**config.mk**
```make
export PLATFORM = sky130hd
export DESIGN_NAME = gbh_div
export DESIGN_NICKNAME = d
export VERILOG_FILES = /design/src/rtl/core/grid_bin_height_cutoff_filter_defines.svh /design/src/rtl/core/gbh_pkg.sv /design/src/rtl/core/gbh_div.sv
export SDC_FILE = /design/constraint.sdc
export NUM_CORES = 1
export LEC_CHECK = 0
export ABC_AREA = 1
export BUFFER_PORTS_ARGS = -buffer_cell sky130_fd_sc_hd__buf_2
export CELL_PAD_IN_SITES_DETAIL_PLACEMENT = 0
export CELL_PAD_IN_SITES_GLOBAL_PLACEMENT = 1
export CORE_ASPECT_RATIO = 0.7
export CORE_MARGIN = 10
export CORE_UTILIZATION = 43
export CTS_BUF_LIST = sky130_fd_sc_hd__clkbuf_4
export DETAILED_ROUTE_END_ITERATION = 8
export GPL_ROUTABILITY_DRIVEN = 0
export PLACE_DENSITY_LB_ADDON = 0.1
export SETUP_SLACK_MARGIN = 0.15
export SYNTH_ARGS = -nofsm -noshare
export SYNTH_HDL_FRONTEND = slang
export SYNTH_SLANG_ARGS = --single-unit
```
**constraint.sdc**
```tcl
create_clock -name aclk -period 2.3 [get_ports aclk]
set_input_delay 0.46 -clock aclk [delete_from_list [all_inputs] [get_ports aclk]]
set_output_delay 0.46 -clock aclk [all_outputs]
set_load 0.05 [all_outputs]
```
**src/rtl/core/grid_bin_height_cutoff_filter_defines.svh**
```systemverilog
// Assertion helpers for the grid binning block.
`ifndef GRID_BIN_HEIGHT_CUTOFF_FILTER_DEFINES_SVH
`define GRID_BIN_HEIGHT_CUTOFF_FILTER_DEFINES_SVH

`ifndef ASSERT_OFF
// clocked check, masked while reset is held
`define GBH_ASSERT(lbl, clk, rst_n, prop, msg) \
    lbl: assert property (@(posedge clk) disable iff (!rst_n) prop) else $error(msg);
// clocked check that also holds during reset
`define GBH_ASSERT_ALWAYS(lbl, clk, prop, msg) \
    lbl: assert property (@(posedge clk) prop) else $error(msg);
`else
`define GBH_ASSERT(lbl, clk, rst_n, prop, msg)
`define GBH_ASSERT_ALWAYS(lbl, clk, prop, msg)
`endif

`endif

```
**src/rtl/core/gbh_pkg.sv**
```systemverilog
`timescale 1ns / 1ps
`default_nettype none
package gbh_pkg;

    localparam int GRID_SIZE = 32;
    localparam int CELL_CAP  = 16;

    localparam int GRID_BITS = $clog2(GRID_SIZE);
    localparam int NCELLS    = GRID_SIZE * GRID_SIZE;
    localparam int CELL_AW   = 2 * GRID_BITS;
    localparam int CNT_W     = $clog2(CELL_CAP + 1);
    localparam int PT_DEPTH  = NCELLS * CELL_CAP;
    localparam int PT_AW     = $clog2(PT_DEPTH);

    // divider operand widths: offset coordinate and cell size
    localparam int DIV_NUM_W = 16;
    localparam int DIV_DEN_W = 15;

    typedef enum logic [1:0] {
        CMD_INSERT = 2'd0,
        CMD_READ   = 2'd1,
        CMD_CLEAR  = 2'd2,
        CMD_NOP    = 2'd3
    } cmd_t;

    typedef enum logic [1:0] {
        KIND_STATUS = 2'd0,
        KIND_POINT  = 2'd1,
        KIND_EMPTY  = 2'd2,
        KIND_CLEAR  = 2'd3
    } kind_t;

    localparam logic [1:0] INS_STORED = 2'd0;
    localparam logic [1:0] INS_REJECT = 2'd1;
    localparam logic [1:0] INS_FULL   = 2'd2;

    localparam logic [2:0] REG_X_LIMIT   = 3'd0;
    localparam logic [2:0] REG_Y_LIMIT   = 3'd1;
    localparam logic [2:0] REG_Z_FLOOR   = 3'd2;
    localparam logic [2:0] REG_Z_CEILING = 3'd3;
    localparam logic [2:0] REG_CELL_X    = 3'd4;
    localparam logic [2:0] REG_CELL_Y    = 3'd5;
    localparam logic [2:0] REG_FRACTION  = 3'd6;
    localparam logic [2:0] REG_MODE      = 3'd7;

    typedef enum logic [3:0] {
        S_INIT,
        S_IDLE,
        S_INS_CHK,
        S_INS_DIV,
        S_INS_UPD,
        S_RD_MUL,
        S_RD_ADD,
        S_RD_PT,
        S_RD_CHK,
        S_RD_FIN,
        S_CLR,
        S_CLR_DONE
    } state_t;

    typedef struct packed {
        logic [7:0]   inten;
        logic [15:0]  z;
        logic [15:0]  y;
        logic [15:0]  x;
    } pt_t;

    typedef struct packed {
        logic [CNT_W-1:0] cnt;
        logic [15:0]      hmax;
        logic [15:0]      hmin;
    } stat_t;

endpackage
`default_nettype wire

```
**src/rtl/core/gbh_div.sv**
```systemverilog
`timescale 1ns / 1ps
`default_nettype none
// Restoring divider, one quotient bit per cycle.
module gbh_div (
    input  wire logic                          aclk,
    input  wire logic                          aresetn,
    input  wire logic                          start,
    input  wire logic [gbh_pkg::DIV_NUM_W-1:0] num,
    input  wire logic [gbh_pkg::DIV_DEN_W-1:0] den,
    output logic                               done,
    output logic      [gbh_pkg::DIV_NUM_W-1:0] quo
);
    import gbh_pkg::*;

    localparam int STEP_W = $clog2(DIV_NUM_W + 1);

    logic [DIV_DEN_W-1:0] rem_reg, rem_next;
    logic [DIV_NUM_W-1:0] quo_reg, quo_next;
    logic [DIV_DEN_W-1:0] den_reg;
    logic [STEP_W-1:0]    step_reg;
    logic                 busy_reg;
    logic                 done_reg;
    logic [DIV_DEN_W:0]   trial;
    logic [DIV_DEN_W:0]   diff;

    // shift in next numerator bit, subtract when it fits
    always_comb begin
        trial = {rem_reg, quo_reg[DIV_NUM_W-1]};
        diff  = trial - {1'b0, den_reg};
        if (trial >= {1'b0, den_reg}) begin
            rem_next = diff[DIV_DEN_W-1:0];
            quo_next = {quo_reg[DIV_NUM_W-2:0], 1'b1};
        end else begin
            rem_next = trial[DIV_DEN_W-1:0];
            quo_next = {quo_reg[DIV_NUM_W-2:0], 1'b0};
        end
    end

    always_ff @(posedge aclk) begin
        if (!aresetn) begin
            busy_reg <= 1'b0;
            done_reg <= 1'b0;
            step_reg <= '0;
        end else begin
            done_reg <= 1'b0;
            if (start) begin
                busy_reg <= 1'b1;
                step_reg <= '0;
            end else if (busy_reg) begin
                step_reg <= step_reg + 1'b1;
                if (step_reg == STEP_W'(DIV_NUM_W - 1)) begin
                    busy_reg <= 1'b0;
                    done_reg <= 1'b1;
                end
            end
        end
    end

    always_ff @(posedge aclk) begin
        if (start) begin
            rem_reg <= '0;
            quo_reg <= num;
            den_reg <= den;
        end else if (busy_reg) begin
            rem_reg <= rem_next;
            quo_reg <= quo_next;
        end
    end

    assign done = done_reg;
    assign quo  = quo_reg;

endmodule
`default_nettype wire

```
==> qor.txt <==
CP cell instances: inv_1 -> ha_2 -> fa_2 -> inv_1 -> nand2_1 -> nand2_2 -> nand3_2 -> nand3_2 -> nand2_8 -> nand2_8 -> nand2_1 -> nand3_1 -> o21ai_0
Yosys Warn Count: 0
leakage power: 0.00198 uW
nets@finish: 534
die span in x: 123 um
CTS tree: yes
Post-Route WL: 7880 um
Max-Cap Viols: 0
largest net degree at the start of global routing: 33
Critical Path End Type: register
Non-Filler Instances: 581
Pins Over Slew Limit: 0
Final setup viols: 0
Crit path arrival time: 2250 ps
#FFs+latches synth: 53
Slew headroom: 36.2%
RSZ-0062 raised after global routing: yes
GRT Residual Overflow: 0
clock-pin transition on the worst setup and hold timing paths: 170 ps
Mapped Area: 3180 um2
synth unique cells: 32
Mapped Nets: 476
Overall Global Routing Usage: 14.6%
global-route wire length before repair: 13400 um
WL per Instance: 13.6 um
PD cells: 551 nW/um2
layout cells sized above 1: 18.4%
status: completed
Cells after DPL: 569
Worst Skew: 15.8 ps
critical path's top delay family: simple AND/OR/NAND/NOR gates
Inserted Clock Buffers: 5
Final min period: 1980 ps
CP Max Fanout: 16
die footprint: 11300 um2
Crit path buffers/inverters: 2
Seq/Total Area, Yosys: 43.1%
synthesized instance count: 424
Port Buffers: 50
Max rail drop VDD: 0.000367 V
hold buffers post-CTS: 0
slowest CP cell: edfxtp_1
Slew @ Worst Pin: 953 ps
DRT Pass-1 Iters: 4
Rows: 26
HPWL after DPL: 6070 um
kind of critical path: reg2reg
CP startpoint kind: register
later-pin clock latency in the skew report: 380 ps
I/O pins: 51
Syn Area/Cell: 7.51 um2
setup TNS: 0 ps
Final Cycle Share: 86.0%
Remaining DRCs: 0
# fillers: 734
Initial Util: 43.9%
number of global-route vias before repair: 2654
Final Hold Fails: 0
Final ANT Viol Nets: 0
hold crit path type: in2reg
CP peak stage delay: 370 ps
fmax: 0.506 GHz
Area Overhead vs Synth: 16.8%
clock sink total: 53
Max clock buf depth: 2
clk root buf: clkbuf_4
H-tree depth: 2
antenna cells: 0
Req. time, crit path: 2570 ps
core box area: 7250 um2
die height: 92.0 um
drt via density: 4.64
drt initial violations: 142
detailed-route via count: 2696
initial antenna violation count: 0
Largest register FFs: 16
==> kinds of logic after synthesis <==
logic type | share of synthesized area [%]
AOI/OAI and AO/OA | 3.70
xor gates and xnor gates | 1.65
and+or+nand+nor | 32.7
adders and majority gates | 7.31
buffers and inverters | 11.6
DFF | 43.1
==> synthesized netlist by cell type (all sizes together) <==
| cell | instances | area, um2 |
|---|---|---|
| a21oi | 11 | 66.3 |
| and2 | 2 | 15.0 |
| nor2 | 15 | 58.8 |
| a31oi | 1 | 6.26 |
| nand4 | 2 | 12.5 |
| o21ai | 6 | 30.0 |
| xor2 | 3 | 26.3 |
| xnor2 | 3 | 26.3 |
| clkbuf | 3 | 11.3 |
| buf | 6 | 53.8 |
| dfxtp | 22 | 440 |
| a211oi | 2 | 15.0 |
| nand3 | 43 | 245 |
| nor3 | 7 | 46.3 |
| clkinv | 1 | 3.75 |
| fa | 1 | 20.0 |
| inv | 80 | 300 |
| and3 | 1 | 6.26 |
| ha | 17 | 213 |
| nand2 | 164 | 633 |
| edfxtp | 31 | 931 |
| nand3b | 3 | 22.5 |
==> power by group <==
group          switching [uW]  internal, uW
logic                     277           114
clock network             327           235
registers                25.7          1070
total                     629          1420
==> worst reg2reg max path, cell delays in order (launching register included) <==
cell	delay [ps]
edfxtp_1	370
inv_1	60
ha_2	190
fa_2	350
inv_1	60
nand2_1	50
nand2_2	80
nand3_2	80
nand3_2	130
nand2_8	120
nand2_8	160
nand2_1	80
nand3_1	70
o21ai_0	80
==> cell usage in the layout (no fill, tap or decap), types with 2 or more instances in the layout <==
cell type,Yosys,routed
nand2_2,1,3
ha_2,0,2
nand3b_1,3,3
buf_12,1,2
nor3_1,6,6
o21ai_0,6,6
xor2_1,3,3
nand3_1,37,35
buf_4,1,8
nand3_2,6,8
ha_1,17,15
inv_1,80,80
buf_2,3,50
clkbuf_4,0,5
edfxtp_1,31,31
nor2_1,14,14
nand4_1,2,2
a21oi_1,10,9
a211oi_1,2,2
nand2_1,161,159
xnor2_1,3,3
dfxtp_1,22,22
nand2_8,0,2
==> through the flow <==
step	total power (uW)	worst slack (ps)	instance area, um2	hold slack (ps)	util [%]
detailed placement	1510	246	3570	462	49.2
global placement	1510	302	3570	461	49.2
global route	2150	147	3720	208	51.2
floorplan	1380	128	3200	444	-
finish	2050	323	3720	233	51.2
CTS	2060	226	3650	224	50.3
==> worst paths after layout <==
check | from | slack, ps | end | cells after the start
worst max-delay path | quo[15]$_DFFE_PP_ | 320 | rem_reg[2]$_SDFFE_PP0P_ | 13
worst min-delay path | den[10] | 230 | den_reg[10]$_DFFE_PP_ | 1
worst max register to register | quo[15]$_DFFE_PP_ | 320 | rem_reg[2]$_SDFFE_PP0P_ | 13
worst min register to register | rem_reg[9]$_SDFFE_PP0P_ | 490 | rem_reg[9]$_SDFFE_PP0P_ | 2
==> per-layer routing <==
layer | GRT usage [%] | up-vias | wire [um]
met5 | 0 | - | 0
met4 | 2.35 | 0 | 39
met3 | 3.06 | 5 | 455
met2 | 20.8 | 60 | 3110
met1 | 22.2 | 1194 | 4270
li1 | - | 1437 | -
==> final cells by class <==
cell class / instances / area (um2) / area share [%]
clock buffers: 5 / 37.5 / 1.01
inverters: 81 / 304 / 8.18
flip-flops and latches: 53 / 1370 / 36.9
multi-input cells: 281 / 1490 / 40.0
clock inverters: 3 / 45.0 / 1.21
well taps: 98 / 123 / 3.30
repair buffers: 60 / 350 / 9.42
==> repair_timing <==
action / 4_1_cts / 5_1_grt
setup endpoints to repair: 0 / 15
setup buffers: 0 / 4
resized for setup: 0 / 5
Note: power is estimated with default switching activity, not from simulation.
